--- src/hdl/ptfl_pkg.sv ---
// Shared types and constants of the paged translation block.
package ptfl_pkg;

	localparam int FRAME_COUNT_DEF       = 16;
	localparam int PAGES_PER_PROCESS_DEF = 16;
	localparam int PROCESS_SLOTS_DEF     = 8;
	localparam int PAGE_BYTES_DEF        = 256;

	localparam int Q_DEPTH = 2;

	localparam logic [1:0] OP_ACCESS = 2'd0;
	localparam logic [1:0] OP_ALLOC  = 2'd1;
	localparam logic [1:0] OP_FREE   = 2'd2;

	localparam logic [1:0] ST_OK        = 2'd0;
	localparam logic [1:0] ST_NOT_FOUND = 2'd1;
	localparam logic [1:0] ST_INVALID   = 2'd2;
	localparam logic [1:0] ST_FULL      = 2'd3;

	typedef enum logic [1:0] {
		K_ACCESS,
		K_ALLOC,
		K_FREE,
		K_INVALID
	} kind_t;

	typedef struct packed {
		kind_t       kind;
		logic [7:0]  pid;
		logic [15:0] addr;
		logic [7:0]  count;
	} cmd_t;

	typedef enum logic [3:0] {
		S_IDLE,
		S_DECIDE,
		S_CLEAR,
		S_FREE,
		S_MAP_RD,
		S_MAP_CHK,
		S_SCAN,
		S_VICT_RD,
		S_VICT_UNMAP,
		S_LOAD
	} state_t;

endpackage

--- src/hdl/ptfl_front.sv ---
// Front end: takes command words, classifies them and hands them to the queue.
module ptfl_front #(
	parameter int PAGES_PER_PROCESS = ptfl_pkg::PAGES_PER_PROCESS_DEF
) (
	input  logic          clk,
	input  logic          arst_n,
	input  logic          start,
	output logic          busy,
	input  logic [1:0]    operation,
	input  logic [7:0]    pid,
	input  logic [15:0]   virt_addr,
	input  logic [7:0]    page_count,
	input  logic          q_full,
	output logic          q_push,
	output ptfl_pkg::cmd_t q_wdata
);
	import ptfl_pkg::*;

	logic  vld_s1;
	cmd_t  cmd_s1;
	kind_t kind_c;
	logic  take_c;

	assign busy    = vld_s1;
	assign take_c  = start && !vld_s1;
	assign q_push  = vld_s1 && !q_full;
	assign q_wdata = cmd_s1;

	// Count checks need no state, so they are settled here.
	always_comb begin
		unique case (operation)
			OP_ACCESS: kind_c = K_ACCESS;
			OP_ALLOC: begin
				if (page_count == 8'd0 || 9'(page_count) > 9'(PAGES_PER_PROCESS))
					kind_c = K_INVALID;
				else
					kind_c = K_ALLOC;
			end
			OP_FREE:   kind_c = K_FREE;
			default:   kind_c = K_INVALID;
		endcase
	end

	always_ff @(posedge clk or negedge arst_n) begin
		if (!arst_n) begin
			vld_s1 <= 1'b0;
		end else if (take_c) begin
			vld_s1 <= 1'b1;
		end else if (q_push) begin
			vld_s1 <= 1'b0;
		end
	end

	always_ff @(posedge clk) begin
		if (take_c) begin
			cmd_s1.kind  <= kind_c;
			cmd_s1.pid   <= pid;
			cmd_s1.addr  <= virt_addr;
			cmd_s1.count <= page_count;
		end
	end

endmodule

--- src/hdl/ptfl_queue.sv ---
// Short command queue between the front end and the execution engine.
module ptfl_queue (
	input  logic           clk,
	input  logic           arst_n,
	input  logic           push,
	input  ptfl_pkg::cmd_t wdata,
	input  logic           pop,
	output ptfl_pkg::cmd_t rdata,
	output logic           full,
	output logic           empty
);
	import ptfl_pkg::*;

	localparam int AW = (Q_DEPTH > 1) ? $clog2(Q_DEPTH) : 1;
	localparam int CW = $clog2(Q_DEPTH + 1);

	cmd_t            mem_q [Q_DEPTH];
	logic [AW-1:0]   wr_ptr_q;
	logic [AW-1:0]   rd_ptr_q;
	logic [CW-1:0]   cnt_q;
	logic            do_push;
	logic            do_pop;

	assign full    = (cnt_q == CW'(Q_DEPTH));
	assign empty   = (cnt_q == '0);
	assign do_push = push && !full;
	assign do_pop  = pop && !empty;
	assign rdata   = mem_q[rd_ptr_q];

	always_ff @(posedge clk or negedge arst_n) begin
		if (!arst_n) begin
			wr_ptr_q <= '0;
			rd_ptr_q <= '0;
			cnt_q    <= '0;
		end else begin
			if (do_push)
				wr_ptr_q <= (wr_ptr_q == AW'(Q_DEPTH - 1)) ? '0 : wr_ptr_q + AW'(1);
			if (do_pop)
				rd_ptr_q <= (rd_ptr_q == AW'(Q_DEPTH - 1)) ? '0 : rd_ptr_q + AW'(1);
			if (do_push && !do_pop)
				cnt_q <= cnt_q + CW'(1);
			else if (do_pop && !do_push)
				cnt_q <= cnt_q - CW'(1);
		end
	end

	always_ff @(posedge clk) begin
		if (do_push)
			mem_q[wr_ptr_q] <= wdata;
	end

endmodule

--- src/hdl/ptfl_back.sv ---
// Execution engine: slot table, page map, frame table and replacement search.
module ptfl_back #(
	parameter int FRAME_COUNT       = ptfl_pkg::FRAME_COUNT_DEF,
	parameter int PAGES_PER_PROCESS = ptfl_pkg::PAGES_PER_PROCESS_DEF,
	parameter int PROCESS_SLOTS     = ptfl_pkg::PROCESS_SLOTS_DEF,
	parameter int PAGE_BYTES        = ptfl_pkg::PAGE_BYTES_DEF
) (
	input  logic           clk,
	input  logic           arst_n,
	input  logic           mode,
	input  logic           q_empty,
	input  ptfl_pkg::cmd_t q_data,
	output logic           q_pop,
	output logic           done,
	output logic [1:0]     status,
	output logic [11:0]    phys_addr,
	output logic           page_fault,
	output logic [31:0]    access_total,
	output logic [31:0]    fault_total
);
	import ptfl_pkg::*;

	localparam int FW        = $clog2(FRAME_COUNT);
	localparam int FCW       = $clog2(FRAME_COUNT + 1);
	localparam int PW        = (PAGES_PER_PROCESS > 1) ? $clog2(PAGES_PER_PROCESS) : 1;
	localparam int CNTW      = $clog2(PAGES_PER_PROCESS + 1);
	localparam int SW        = (PROCESS_SLOTS > 1) ? $clog2(PROCESS_SLOTS) : 1;
	localparam int MAP_DEPTH = PROCESS_SLOTS * PAGES_PER_PROCESS;
	localparam int MAW       = (MAP_DEPTH > 1) ? $clog2(MAP_DEPTH) : 1;
	localparam int OFF_W     = $clog2(PAGE_BYTES);

	state_t state_q, state_n;
	cmd_t   cmd_q;

	logic            slot_act_q [PROCESS_SLOTS];
	logic [7:0]      slot_pid_q [PROCESS_SLOTS];
	logic [CNTW-1:0] slot_pg_q  [PROCESS_SLOTS];

	logic [FW:0]     map_mem [MAP_DEPTH];
	logic [FW:0]     map_rd_q;
	logic [7:0]      own_mem [FRAME_COUNT];
	logic [PW-1:0]   fpg_mem [FRAME_COUNT];
	logic [31:0]     ld_mem  [FRAME_COUNT];
	logic [31:0]     us_mem  [FRAME_COUNT];
	logic [7:0]      own_rd_q;
	logic [PW-1:0]   fpg_rd_q;
	logic [31:0]     ld_rd_q;
	logic [31:0]     us_rd_q;
	logic [FRAME_COUNT-1:0] busy_q;

	logic [31:0]     load_st_q, use_st_q, acc_q, flt_q;
	logic [SW-1:0]   tgt_slot_q;
	logic [PW-1:0]   pg_q;
	logic [OFF_W-1:0] off_q;
	logic [CNTW-1:0] clr_q;
	logic [FCW-1:0]  scan_q;
	logic            rd_vld_q;
	logic [FW-1:0]   rd_idx_q;
	logic            free_fnd_q;
	logic [FW-1:0]   free_idx_q, best_idx_q, victim_q;
	logic [31:0]     best_age_q;
	logic            done_q, fault_q;
	logic [1:0]      status_q;
	logic [11:0]     phys_q;

	logic            hit_vld_c, free_vld_c, own_vld_c;
	logic [SW-1:0]   hit_idx_c, free_idx_c, own_idx_c;
	logic [15:0]     page_c;
	logic            pg_ok_c, map_hit_c, scan_end_c, own_pg_ok_c;
	logic [MAW-1:0]  acc_idx_c, map_addr_c;
	logic            map_we_c;
	logic [FW:0]     map_wd_c;
	logic [FW-1:0]   fraddr_c, fwaddr_c;
	logic            us_we_c, ld_we_c;
	logic            fin_c, fin_flt_c;
	logic [1:0]      fin_st_c;
	logic [11:0]     fin_phys_c;
	logic            sc_free_n;
	logic [FW-1:0]   sc_free_idx_n, sc_best_n;
	logic [31:0]     sc_age_n, age_c;

	function automatic logic [MAW-1:0] midx(input logic [SW-1:0] s, input logic [PW-1:0] p);
		return MAW'(32'(s) * PAGES_PER_PROCESS + 32'(p));
	endfunction

	function automatic logic [11:0] phys_f(input logic [FW-1:0] fr, input logic [OFF_W-1:0] off);
		return 12'((32'(fr) << OFF_W) | 32'(off));
	endfunction

	// Parallel compare over the slot table; the lowest matching slot wins.
	always_comb begin
		hit_vld_c  = 1'b0;
		hit_idx_c  = '0;
		free_vld_c = 1'b0;
		free_idx_c = '0;
		own_vld_c  = 1'b0;
		own_idx_c  = '0;
		for (int s = PROCESS_SLOTS - 1; s >= 0; s--) begin
			if (slot_act_q[s] && slot_pid_q[s] == cmd_q.pid) begin
				hit_vld_c = 1'b1;
				hit_idx_c = SW'(s);
			end
			if (!slot_act_q[s]) begin
				free_vld_c = 1'b1;
				free_idx_c = SW'(s);
			end
			if (slot_act_q[s] && slot_pid_q[s] == own_rd_q) begin
				own_vld_c = 1'b1;
				own_idx_c = SW'(s);
			end
		end
	end

	assign page_c      = cmd_q.addr >> OFF_W;
	assign pg_ok_c     = (page_c < 16'(slot_pg_q[hit_idx_c])) &&
	                     (page_c < 16'(PAGES_PER_PROCESS));
	assign own_pg_ok_c = (16'(fpg_rd_q) < 16'(slot_pg_q[own_idx_c])) &&
	                     (16'(fpg_rd_q) < 16'(PAGES_PER_PROCESS));
	assign acc_idx_c   = midx(tgt_slot_q, pg_q);
	assign map_hit_c   = map_rd_q[FW] && ((FCW+1)'(map_rd_q[FW-1:0]) < (FCW+1)'(FRAME_COUNT));
	assign scan_end_c  = (scan_q == FCW'(FRAME_COUNT));

	// Running victim search: first free frame, and oldest frame by stamp distance.
	always_comb begin
		sc_free_n     = free_fnd_q;
		sc_free_idx_n = free_idx_q;
		sc_best_n     = best_idx_q;
		sc_age_n      = best_age_q;
		age_c         = mode ? (use_st_q - us_rd_q) : (load_st_q - ld_rd_q);
		if (rd_vld_q) begin
			if (!busy_q[rd_idx_q] && !free_fnd_q) begin
				sc_free_n     = 1'b1;
				sc_free_idx_n = rd_idx_q;
			end
			if (rd_idx_q == '0 || age_c > best_age_q) begin
				sc_best_n = rd_idx_q;
				sc_age_n  = age_c;
			end
		end
	end

	always_comb begin
		state_n    = state_q;
		q_pop      = 1'b0;
		fin_c      = 1'b0;
		fin_st_c   = ST_OK;
		fin_phys_c = '0;
		fin_flt_c  = 1'b0;
		map_addr_c = acc_idx_c;
		map_we_c   = 1'b0;
		map_wd_c   = '0;
		fraddr_c   = scan_q[FW-1:0];
		fwaddr_c   = victim_q;
		us_we_c    = 1'b0;
		ld_we_c    = 1'b0;
		unique case (state_q)
			S_IDLE: begin
				if (!q_empty) begin
					q_pop   = 1'b1;
					state_n = S_DECIDE;
				end
			end
			S_DECIDE: begin
				state_n = S_IDLE;
				fin_c   = 1'b1;
				unique case (cmd_q.kind)
					K_ALLOC: begin
						if (hit_vld_c) begin
							fin_st_c = ST_INVALID;
						end else if (!free_vld_c) begin
							fin_st_c = ST_FULL;
						end else begin
							fin_c   = 1'b0;
							state_n = S_CLEAR;
						end
					end
					K_FREE: begin
						if (!hit_vld_c) begin
							fin_st_c = ST_NOT_FOUND;
						end else begin
							fin_c   = 1'b0;
							state_n = S_FREE;
						end
					end
					K_ACCESS: begin
						if (!hit_vld_c) begin
							fin_st_c = ST_NOT_FOUND;
						end else if (!pg_ok_c) begin
							fin_st_c = ST_INVALID;
						end else begin
							fin_c   = 1'b0;
							state_n = S_MAP_RD;
						end
					end
					default: fin_st_c = ST_INVALID;
				endcase
			end
			S_CLEAR: begin
				map_addr_c = midx(tgt_slot_q, clr_q[PW-1:0]);
				map_we_c   = 1'b1;
				if ((9'(clr_q) + 9'd1) == 9'(cmd_q.count)) begin
					fin_c   = 1'b1;
					state_n = S_IDLE;
				end
			end
			S_FREE: begin
				if (scan_end_c) begin
					fin_c   = 1'b1;
					state_n = S_IDLE;
				end
			end
			S_MAP_RD: state_n = S_MAP_CHK;
			S_MAP_CHK: begin
				if (map_hit_c) begin
					us_we_c    = 1'b1;
					fwaddr_c   = map_rd_q[FW-1:0];
					fin_c      = 1'b1;
					fin_phys_c = phys_f(map_rd_q[FW-1:0], off_q);
					state_n    = S_IDLE;
				end else begin
					state_n = S_SCAN;
				end
			end
			S_SCAN: begin
				if (scan_end_c)
					state_n = sc_free_n ? S_LOAD : S_VICT_RD;
			end
			S_VICT_RD: begin
				fraddr_c = victim_q;
				state_n  = S_VICT_UNMAP;
			end
			S_VICT_UNMAP: begin
				if (own_vld_c && own_pg_ok_c) begin
					map_addr_c = midx(own_idx_c, fpg_rd_q);
					map_we_c   = 1'b1;
				end
				state_n = S_LOAD;
			end
			S_LOAD: begin
				map_we_c   = 1'b1;
				map_wd_c   = {1'b1, victim_q};
				us_we_c    = 1'b1;
				ld_we_c    = 1'b1;
				fin_c      = 1'b1;
				fin_flt_c  = 1'b1;
				fin_phys_c = phys_f(victim_q, off_q);
				state_n    = S_IDLE;
			end
			default: state_n = S_IDLE;
		endcase
	end

	always_ff @(posedge clk or negedge arst_n) begin
		if (!arst_n) begin
			state_q <= S_IDLE;
		end else begin
			state_q <= state_n;
		end
	end

	always_ff @(posedge clk or negedge arst_n) begin
		if (!arst_n) begin
			for (int s = 0; s < PROCESS_SLOTS; s++) begin
				slot_act_q[s] <= 1'b0;
				slot_pid_q[s] <= '0;
				slot_pg_q[s]  <= '0;
			end
			busy_q     <= '0;
			load_st_q  <= '0;
			use_st_q   <= '0;
			acc_q      <= '0;
			flt_q      <= '0;
			clr_q      <= '0;
			scan_q     <= '0;
			rd_vld_q   <= 1'b0;
			free_fnd_q <= 1'b0;
			done_q     <= 1'b0;
		end else begin
			done_q     <= fin_c;
			rd_vld_q   <= (state_q == S_SCAN || state_q == S_FREE) && !scan_end_c;
			// The free-frame flag starts clear for every frame sweep of a fault.
			free_fnd_q <= (state_q == S_MAP_CHK) ? 1'b0 : sc_free_n;
			unique case (state_q)
				S_DECIDE: begin
					if (cmd_q.kind == K_ALLOC && !hit_vld_c && free_vld_c) begin
						slot_act_q[free_idx_c] <= 1'b1;
						slot_pid_q[free_idx_c] <= cmd_q.pid;
						slot_pg_q[free_idx_c]  <= CNTW'(cmd_q.count);
						clr_q                  <= '0;
					end
					if (cmd_q.kind == K_ACCESS && hit_vld_c && pg_ok_c)
						acc_q <= acc_q + 32'd1;
					if (cmd_q.kind == K_FREE)
						scan_q <= '0;
				end
				S_CLEAR: clr_q <= clr_q + CNTW'(1);
				S_FREE: begin
					if (!scan_end_c)
						scan_q <= scan_q + FCW'(1);
					if (rd_vld_q && busy_q[rd_idx_q] && own_rd_q == cmd_q.pid)
						busy_q[rd_idx_q] <= 1'b0;
					if (scan_end_c) begin
						slot_act_q[tgt_slot_q] <= 1'b0;
						slot_pid_q[tgt_slot_q] <= '0;
						slot_pg_q[tgt_slot_q]  <= '0;
					end
				end
				S_MAP_CHK: begin
					if (map_hit_c) begin
						use_st_q <= use_st_q + 32'd1;
					end else begin
						flt_q  <= flt_q + 32'd1;
						scan_q <= '0;
					end
				end
				S_SCAN: begin
					if (!scan_end_c)
						scan_q <= scan_q + FCW'(1);
				end
				S_LOAD: begin
					busy_q[victim_q] <= 1'b1;
					load_st_q        <= load_st_q + 32'd1;
					use_st_q         <= use_st_q + 32'd1;
				end
				default: ;
			endcase
		end
	end

	always_ff @(posedge clk) begin
		if (q_pop)
			cmd_q <= q_data;
		if (state_q == S_DECIDE) begin
			tgt_slot_q <= (cmd_q.kind == K_ALLOC) ? free_idx_c : hit_idx_c;
			pg_q       <= page_c[PW-1:0];
			off_q      <= cmd_q.addr[OFF_W-1:0];
		end
		rd_idx_q      <= scan_q[FW-1:0];
		free_idx_q    <= sc_free_idx_n;
		best_idx_q    <= sc_best_n;
		best_age_q    <= sc_age_n;
		if (state_q == S_SCAN)
			victim_q <= sc_free_n ? sc_free_idx_n : sc_best_n;
		if (fin_c) begin
			status_q <= fin_st_c;
			phys_q   <= fin_phys_c;
			fault_q  <= fin_flt_c;
		end
	end

	always_ff @(posedge clk) begin
		map_rd_q <= map_mem[map_addr_c];
		if (map_we_c)
			map_mem[map_addr_c] <= map_wd_c;
	end

	always_ff @(posedge clk) begin
		own_rd_q <= own_mem[fraddr_c];
		fpg_rd_q <= fpg_mem[fraddr_c];
		ld_rd_q  <= ld_mem[fraddr_c];
		us_rd_q  <= us_mem[fraddr_c];
		if (us_we_c)
			us_mem[fwaddr_c] <= use_st_q;
		if (ld_we_c) begin
			own_mem[fwaddr_c] <= cmd_q.pid;
			fpg_mem[fwaddr_c] <= pg_q;
			ld_mem[fwaddr_c]  <= load_st_q;
		end
	end

	assign done          = done_q;
	assign status        = status_q;
	assign phys_addr     = phys_q;
	assign page_fault    = fault_q;
	assign access_total  = acc_q;
	assign fault_total   = flt_q;

	a_done_pulse: assert property (@(posedge clk) disable iff (!arst_n)
		done_q |=> !done_q)
		else $error("result strobe held for two cycles");

	a_fault_ok: assert property (@(posedge clk) disable iff (!arst_n)
		(done_q && fault_q) |-> (status_q == ST_OK))
		else $error("page fault reported on a failed item");

	a_pop_idle: assert property (@(posedge clk) disable iff (!arst_n)
		q_pop |=> (state_q == S_DECIDE))
		else $error("command taken while the engine was working");

endmodule

--- src/hdl/paged_translation_fifo_lru.sv ---
// Top level of the demand-paged address translator with FIFO or LRU replacement.
//
// Usage: a command word (operation, pid, virt_addr, page_count) is taken at a
// rising edge where start is high and busy is low. Every command produces exactly
// one result word, shown for a single cycle with done high: status, phys_addr,
// page_fault and the running access and fault totals. The receiver cannot stall,
// so it must capture the result in the cycle that done is high.
// The replacement mode register is written through cfg_valid and cfg_data; the
// port is always ready and should only be written while no command is in flight.
// A front end registers and classifies each command and drops it into a two
// word queue; the execution engine pops one command at a time.
// A rejected command ends in the decide state; an access goes on to the map read
// and map check states; an allocate clears one page map entry per page; a free
// sweeps the frame table; a fault sweeps it too and then loads a free frame, or
// reads, unmaps and reloads the victim. The sweep reads one frame table entry per
// cycle. busy stays high while the front end holds a command that the full queue
// cannot take. Reset clears the slot table, frame busy bits, stamps, totals and
// the mode; the page map needs no clearing pass since an allocate writes every
// entry that its process can reach.
module paged_translation_fifo_lru #(
	parameter int FRAME_COUNT       = ptfl_pkg::FRAME_COUNT_DEF,
	parameter int PAGES_PER_PROCESS = ptfl_pkg::PAGES_PER_PROCESS_DEF,
	parameter int PROCESS_SLOTS     = ptfl_pkg::PROCESS_SLOTS_DEF,
	parameter int PAGE_BYTES        = ptfl_pkg::PAGE_BYTES_DEF
) (
	input  logic        clk,
	input  logic        arst_n,
	input  logic        start,
	output logic        busy,
	input  logic [1:0]  operation,
	input  logic [7:0]  pid,
	input  logic [15:0] virt_addr,
	input  logic [7:0]  page_count,
	output logic        done,
	output logic [1:0]  status,
	output logic [11:0] phys_addr,
	output logic        page_fault,
	output logic [31:0] access_total,
	output logic [31:0] fault_total,
	input  logic        cfg_valid,
	output logic        cfg_ready,
	input  logic        cfg_data
);
	import ptfl_pkg::*;

	logic mode_q;
	logic q_push, q_pop, q_full, q_empty;
	cmd_t q_wdata, q_rdata;

	// The mode register can always take a write.
	assign cfg_ready = 1'b1;

	always_ff @(posedge clk or negedge arst_n) begin
		if (!arst_n) begin
			mode_q <= 1'b0;
		end else if (cfg_valid && cfg_ready) begin
			mode_q <= cfg_data;
		end
	end

	ptfl_front #(
		.PAGES_PER_PROCESS(PAGES_PER_PROCESS)
	) u_front (
		.clk(clk),
		.arst_n(arst_n),
		.start(start),
		.busy(busy),
		.operation(operation),
		.pid(pid),
		.virt_addr(virt_addr),
		.page_count(page_count),
		.q_full(q_full),
		.q_push(q_push),
		.q_wdata(q_wdata)
	);

	ptfl_queue u_queue (
		.clk(clk),
		.arst_n(arst_n),
		.push(q_push),
		.wdata(q_wdata),
		.pop(q_pop),
		.rdata(q_rdata),
		.full(q_full),
		.empty(q_empty)
	);

	ptfl_back #(
		.FRAME_COUNT(FRAME_COUNT),
		.PAGES_PER_PROCESS(PAGES_PER_PROCESS),
		.PROCESS_SLOTS(PROCESS_SLOTS),
		.PAGE_BYTES(PAGE_BYTES)
	) u_back (
		.clk(clk),
		.arst_n(arst_n),
		.mode(mode_q),
		.q_empty(q_empty),
		.q_data(q_rdata),
		.q_pop(q_pop),
		.done(done),
		.status(status),
		.phys_addr(phys_addr),
		.page_fault(page_fault),
		.access_total(access_total),
		.fault_total(fault_total)
	);

endmodule
--- config.mk ---
export PLATFORM = sky130hd
export DESIGN_NAME = paged_translation_fifo_lru
export DESIGN_NICKNAME = d
export VERILOG_FILES = /design/src/hdl/ptfl_pkg.sv /design/src/hdl/ptfl_front.sv /design/src/hdl/ptfl_queue.sv /design/src/hdl/ptfl_back.sv /design/src/hdl/paged_translation_fifo_lru.sv
export SDC_FILE = /design/constraint.sdc
export NUM_CORES = 2
export LEC_CHECK = 0
export BUFFER_PORTS_ARGS = -buffer_cell sky130_fd_sc_hd__clkbuf_2
export CORE_MARGIN = 5
export CORE_UTILIZATION = 45
export DETAILED_ROUTE_END_ITERATION = 12
export GPL_TIMING_DRIVEN = 0
export SKIP_CTS_REPAIR_TIMING = 1
export SYNTH_ARGS = -nofsm -noshare
export SYNTH_HDL_FRONTEND = slang
export SYNTH_SLANG_ARGS = --single-unit
--- constraint.sdc ---
create_clock -name clk -period 13.3 [get_ports clk]
set_clock_uncertainty 0.05 [all_clocks]
set_input_delay 1.33 -clock clk [delete_from_list [all_inputs] [get_ports clk]]
set_output_delay 1.33 -clock clk [all_outputs]
set_load 0.005 [all_outputs]
# Word level (Yosys, flattened, before mapping)
# Memories as Yosys holds them, arrays and structs flattened. A register that Yosys moved wholly into a read port is not among the register bits.
# Cells that the tools add are included.
# word_totals
wordCells,386
ram_bits,1924
latchBits,0
mem_count,6
output_inout_bits,82
inputBits,39
mem_bits_ro,0
ff_bits,391
# memory_table
name,depth,word_bits,read_ports,rd_ports_with_merged_regs,wr,line_no,source
u_back.map_mem,128,5,1,1,1,ptfl_back.sv:39,logic [FW:0] map_mem [MAP_DEPTH];
u_back.ld_mem,16,32,1,1,1,ptfl_back.sv:43,logic [31:0] ld_mem [FRAME_COUNT];
u_back.us_mem,16,32,1,1,1,ptfl_back.sv:44,logic [31:0] us_mem [FRAME_COUNT];
u_back.own_mem,16,8,1,1,1,ptfl_back.sv:41,logic [7:0] own_mem [FRAME_COUNT];
u_queue.mem_q,2,34,1,1,1,ptfl_queue.sv:17,cmd_t mem_q [Q_DEPTH];
u_back.fpg_mem,16,4,1,1,1,ptfl_back.sv:42,logic [PW-1:0] fpg_mem [FRAME_COUNT];
# classes
add_sub_neg,16
bitwise,17
div,0
n_mux,162
mul,0
eq_ne,43
magnitude_cmp,15
shifts,0
n_reduce_logical,72
# op_table
cell,n
$eq 8x8->1,17
$add 32x1->32 const B,4
$mux 64,2
$pmux 64 s2,1
$mux 3,27
$mux 40,2
$pmux 40 s2,1
$and 64x64->64,1
$bwmux 64,1
$mux 32,2
$not 64->64,1
$pmux 32 s2,1
$sub 32x32->32,2
$mux 4,15
$mux 1,57
$mux 5,11
$demux 8 s3,2
$and 40x40->40,1
$bwmux 40,1
$not 40->40,1
$logic_and 1x1->1,36
$pmux 4 s9,1
$gt 32x32->1,1
$mux 8,4
other kinds (64),133

# Longest topological paths before layout
# depth
depth_word,20
depth_mapped,35
depth_no_buf,35

# By module
# From an unflattened synthesis, not the netlist that was laid out.
# unflattened
cells_unflattened,6325
hier_area_um2,99658.1
# by_module_without_submodules
module,seq_area_each_um2,cells_per_inst,n_inst,area_each_um2
ptfl_back,67429.7,6152,1,95690.5
ptfl_queue,2142.1,125,1,2801.4
ptfl_front,1046.0,44,1,1114.8
paged_translation_fifo_lru,25.0,4,1,51.3

# Least setup slack after synthesis
# No wires, ideal clock.
# synth_path
path_type,reg-to-reg
from,register u_back.use_st_q[0]
to,"register u_back.victim_q[0], data pin"
period_less_slack_ps,6925
setup_ps,260
path_stages_with_launch,30
n_path_buf,0
slack_ps,6375
required_ps,12990
arrival_time_ps,6615
path_cell_list,dfrtp_1 -> inv_1 -> ha_1 -> inv_1 -> fa_1 -> a21o_1 -> a21oi_1 -> o21bai_1 -> a21oi_1 -> nor2b_1 -> o311a_1 -> or3_1 -> nand3_1 -> a31oi_1 -> a21o_1 -> o21a_1 -> o21ai_0 -> a21oi_1 -> a21oi_1 -> xor2_1 -> mux2i_1 -> ha_1 -> nand4_1 -> or2_2 -> nor3_1 -> a21oi_1 -> a31oi_1 -> o21a_1 -> mux2_2 -> mux2_2
# synth_between
elab_chain_cells,7
# synth_lines
item,line_no,source
start: declaration,ptfl_back.sv:51,"logic [31:0] load_st_q, use_st_q, acc_q, flt_q;"
start signal: assignment,ptfl_back.sv:310,use_st_q <= use_st_q + 32'd1;
start signal: assignment,ptfl_back.sv:323,use_st_q <= use_st_q + 32'd1;
$sub 32x32->32,ptfl_back.sv:129,age_c = mode ? (use_st_q - us_rd_q) : (load_st_q - ld_rd_q);
$mux 32,ptfl_back.sv:129,
via u_back.age_c[30],ptfl_back.sv:80,"logic [31:0] sc_age_n, age_c;"
$gt 32x32->1,ptfl_back.sv:135,if (rd_idx_q == '0 || age_c > best_age_q) begin
$logic_or 1x1->1,ptfl_back.sv:135,
$mux 4,ptfl_back.sv:135,
$mux 4,ptfl_back.sv:130,if (rd_vld_q) begin
via u_back.sc_best_n[0],ptfl_back.sv:79,"logic [FW-1:0] sc_free_idx_n, sc_best_n;"
$mux 4,ptfl_back.sv:343,victim_q <= sc_free_n ? sc_free_idx_n : sc_best_n;
end signal: assignment,ptfl_back.sv:343,
end: declaration,ptfl_back.sv:60,"logic [FW-1:0] free_idx_q, best_idx_q, victim_q;"
# The timed path passes the listed nets, and every way through them passes these cells.
# A chain may end at the register's enable or synchronous reset.

# Worst setup path after layout
# layout_path
from,register u_back.own_rd_q[7] (read register of u_back.own_mem)
to,register u_back.map_rd_q[3] (read register of u_back.map_mem)
# layout_between
elab_chain_cells,18
word_cells_on_any_way,41
cone_classes,add/sub: 1; order compare: 1; eq/ne: 8; mux: 21; bitwise: 1; reduce/logical: 9
# layout_lines
item,line_no,source
start: declaration,ptfl_back.sv:45,logic [7:0] own_rd_q;
$eq 8x8->1,ptfl_back.sv:107,if (slot_act_q[s] && slot_pid_q[s] == own_rd_q) begin
$logic_and 1x1->1,ptfl_back.sv:107,
$mux 3 (8 in series),ptfl_back.sv:107,
$not 3->4 (not written as such),ptfl_back.sv:117,assign own_pg_ok_c = (16'(fpg_rd_q) < 16'(slot_pg_q[own_idx_c])) &&
$bmux 5 s3,ptfl_back.sv:117,
$mux 5 (not written as such) (2 in series),ptfl_back.sv:117,
$lt 4x5->1,ptfl_back.sv:117,
$logic_and 1x1->1,ptfl_back.sv:233,if (own_vld_c && own_pg_ok_c) begin
$mux 7 *,ptfl_back.sv:233,
$pmux 7 s2 *,ptfl_back.sv:156,unique case (state_q)
end: declaration,ptfl_back.sv:40,logic [FW:0] map_rd_q;
# Every way passes the cells marked *; elsewhere a longest branch is shown, timed or not. The select of a mux whose other input is x is not followed.

==> impl_metrics.ini <==
[outcome]
run_status = complete, no violations

[layout]
final_cells = 10170
most-common-layout-cells = 2058 x edfxtp_1, 929 x nand2_1, 313 x mux4_2
finalInstanceArea_um2 = 114000
layout_commonest_cell = edfxtp_1
drive_above_1_share_pct = 15.51
nets = 7168
area_growth_pct = 14.49

[synth]
synth_cells = 6543
synth_simple_gate_area_share_pct = 8.772
synth-seq-area-share_pct = 70.96
synthAdderAreaFrac_pct = 1.410
synth_mux_area_share_pct = 9.066
synth_xor_area_share_pct = 2.842
ys_ff_latch = 2430
synth_cell_types = 88
synth_ff_type = edfxtp_1
synth-compound-area-share_pct = 5.021
netlist_area_um2 = 99550
synth_nets = 6693
yosys_warnings = 0
postSynth.asyncResetShare_pct = 11.48
synth_top_area_share_pct = 62.08
synthTopCellsByArea = edfxtp_1 62%, mux4_2 7.1%, dfrtp_1 7.0%
synth_edf_count = 2058
synth.avg_cell_area_um2 = 15.21
yosysTopAreaCell = edfxtp_1
synth_top_family_by_area = multiplexers

[critical_path]
cp-end-kind = register
critPathMaxFanout = 10
criticalPathCategory = reg -> reg
crit_top_cell = mux2i_1
crit_arrival_ns = 10.73
reg2reg_depth = 25
r2r_setup_slack_ns = 3.27
cp_slowest_cell = buf_1
timing.rr.end = u_back.map_rd_q[3]
slowest_delay_ns = 1.15
cp.required_ns = 14.00
timing.rr.start = u_back.own_rd_q[7]
startpoint_type = register

[timing]
hold_viol_final = 0
maxSlewHeadroom_pct = 1.337
tns_ns = 0
worst_pin_slew_ns = 1.480
setup_viol = 0
rsz0062_at_grt = no
min_period_over_period_pct = 75.44
period_needed_ns = 10.03
drv_slew = 0
hold_ws_ns = 0.3240
max_freq_mhz = 99.67

[global_route]
antenna_found_initial = 11
grt_pass1_vias = 59460
grt_pass1_wl_um = 421700
track_usage_pct = 25.16
gr-total-overflow = 0
grt_max_degree = 108

[drt]
first_iter_violations = 7235
drc = 0
drt.antenna.violating_nets = 0
route.detailed.wl_per_inst_um = 29.01
totalWireLength_um = 295000
vias_per_cell = 5.967
num_vias = 60680
drt-pass1-iter-count = 7

[run]
maxCapViolations = 0

[worst_hold_path]
hp-start = u_back.scan_q[3]
whs_path_depth = 0
worstHoldPathType = reg -> reg
hold_path_end = u_back.rd_idx_q[3]

[pwr]
power_leakage_nw = 40.32
ir_drop_mv = 0.1577
power_density_nw_per_um2 = 207.2

[floorplanning]
die_x_um = 480.3
die_area_um2 = 230700
design.core.area_um2 = 219900
design.portCount = 121
start_util_pct = 45.26
rows = 172
die_h_um = 480.3

[placement]
place.gp.congestion = 0.9501
dpl.hpwl_um = 197500
port_buffers = 119
postPlaceCellArea_um2 = 105700
dp.cells = 9699

[clock_network]
clockBufferDepth = 4
h-tree-depth = 5
cts_tree = yes
clkTransAtPathRegs_ns = 0.06
cts_root_buf = clkbuf_16
clock-sinks = 2430
cts_buffers = 275
clk_latency_ns = 0.96
[logic make-up after synthesis]
logic type,after synthesis
xor+xnor,323
mux,503
fa+ha+maj,111
buf+inv,454
flops,2430
compound gates,779
simple gates,1942
other cells,1
[final cells by class]
cell class,instances,area [um^2]
inverters,146,550.5
multi-input cells,3659,27320
repair buffers,198,2141
flip-flops and latches,2430,70640
plain buffers,308,1374
fillers,18170,106000
diodes,5,12.51
clock buffers,372,7490
clock inverters,93,733.2
well taps,2958,3701
[cells in the mapped netlist (all sizes together) (109+ instances only)]
cell,n
edfxtp,2058
nand2,930
nor2,327
mux4,313
dfrtp,279
nand3,235
xnor2,219
o21ai,177
a21oi,168
clkbuf,155
buf,153
inv,146
mux2i,134
a31oi,126
ha,109
[state kept, by name, indices dropped and copies added (netlist names), 16 cells and up]
signal               flops
u_back.slot_pg_q        40
u_back.fault_total      32
u_back.busy_q           16
u_back.access_total     32
u_back.ld_rd_q          32
u_back.slot_pid_q       64
u_back.cmd_q            34
u_back.load_st_q        32
u_back.own_mem         128
u_queue.mem_q           68
u_back.us_mem          512
u_back.map_mem         640
u_back.best_age_q       32
u_back.us_rd_q          32
u_front.q_wdata         34
u_back.use_st_q         32
u_back.ld_mem          512
u_back.fpg_mem          64
[critical path: cells and delay by family, from the launching register on]
kind	cells	cell delay, ns
xor gates and xnor gates	1	0.18
buffers and inverters	4	3.16
DFF	1	0.43
muxes	3	0.76
AOI/OAI and AO/OA	9	2.43
and+or+nand+nor	7	2.45
adders and majority gates	1	0.31
[power by group]
group,total [W],internal [W],switching [W]
Sequential,0.00917,0.00881,0.000360
Combinational,0.00738,0.00235,0.00502
Clock,0.00707,0.00412,0.00295
[how the worst max path moves through the flow]
stage	depth (start not counted)	slack, ns	from	endpoint
CTS	25	3.84	u_back.own_rd_q[7]	u_back.map_rd_q[1]
finish	25	3.27	u_back.own_rd_q[7]	u_back.map_rd_q[3]
global route	25	3.36	u_back.own_rd_q[7]	u_back.map_rd_q[1]
floorplan	29	6.38	u_back.use_st_q[0]	u_back.victim_q[0]
global placement	6	-0.59	u_back.state_q[0]	u_back.ld_mem[12][11]
detailed placement	25	3.87	u_back.own_rd_q[7]	u_back.map_rd_q[3]
[routing by layer]
layer | GRT usage, % | vias up | wire [um]
met3 | 4.669 | 714 | 25060
li1 | - | 25740 | -
met1 | 34.84 | 31220 | 119300
met4 | 10.78 | 2 | 13970
met5 | 0 | - | 10
met2 | 39.34 | 3003 | 136700
[per-stage QoR]
| stage | worst slack, ns | utilization [%] | power, W |
|---|---|---|---|
| final | 3.267 | 51.82 | 0.02362 |
| after global routing | 3.361 | 51.81 | 0.02439 |
| after CTS | 3.844 | 51.81 | 0.02358 |
| after detailed placement | 3.867 | 48.07 | 0.01654 |
| after global placement | -0.5885 | 47.21 | 0.01645 |
| after floorplan | 6.375 | - | 0.01343 |
Note: power is estimated with default switching activity, not from simulation.
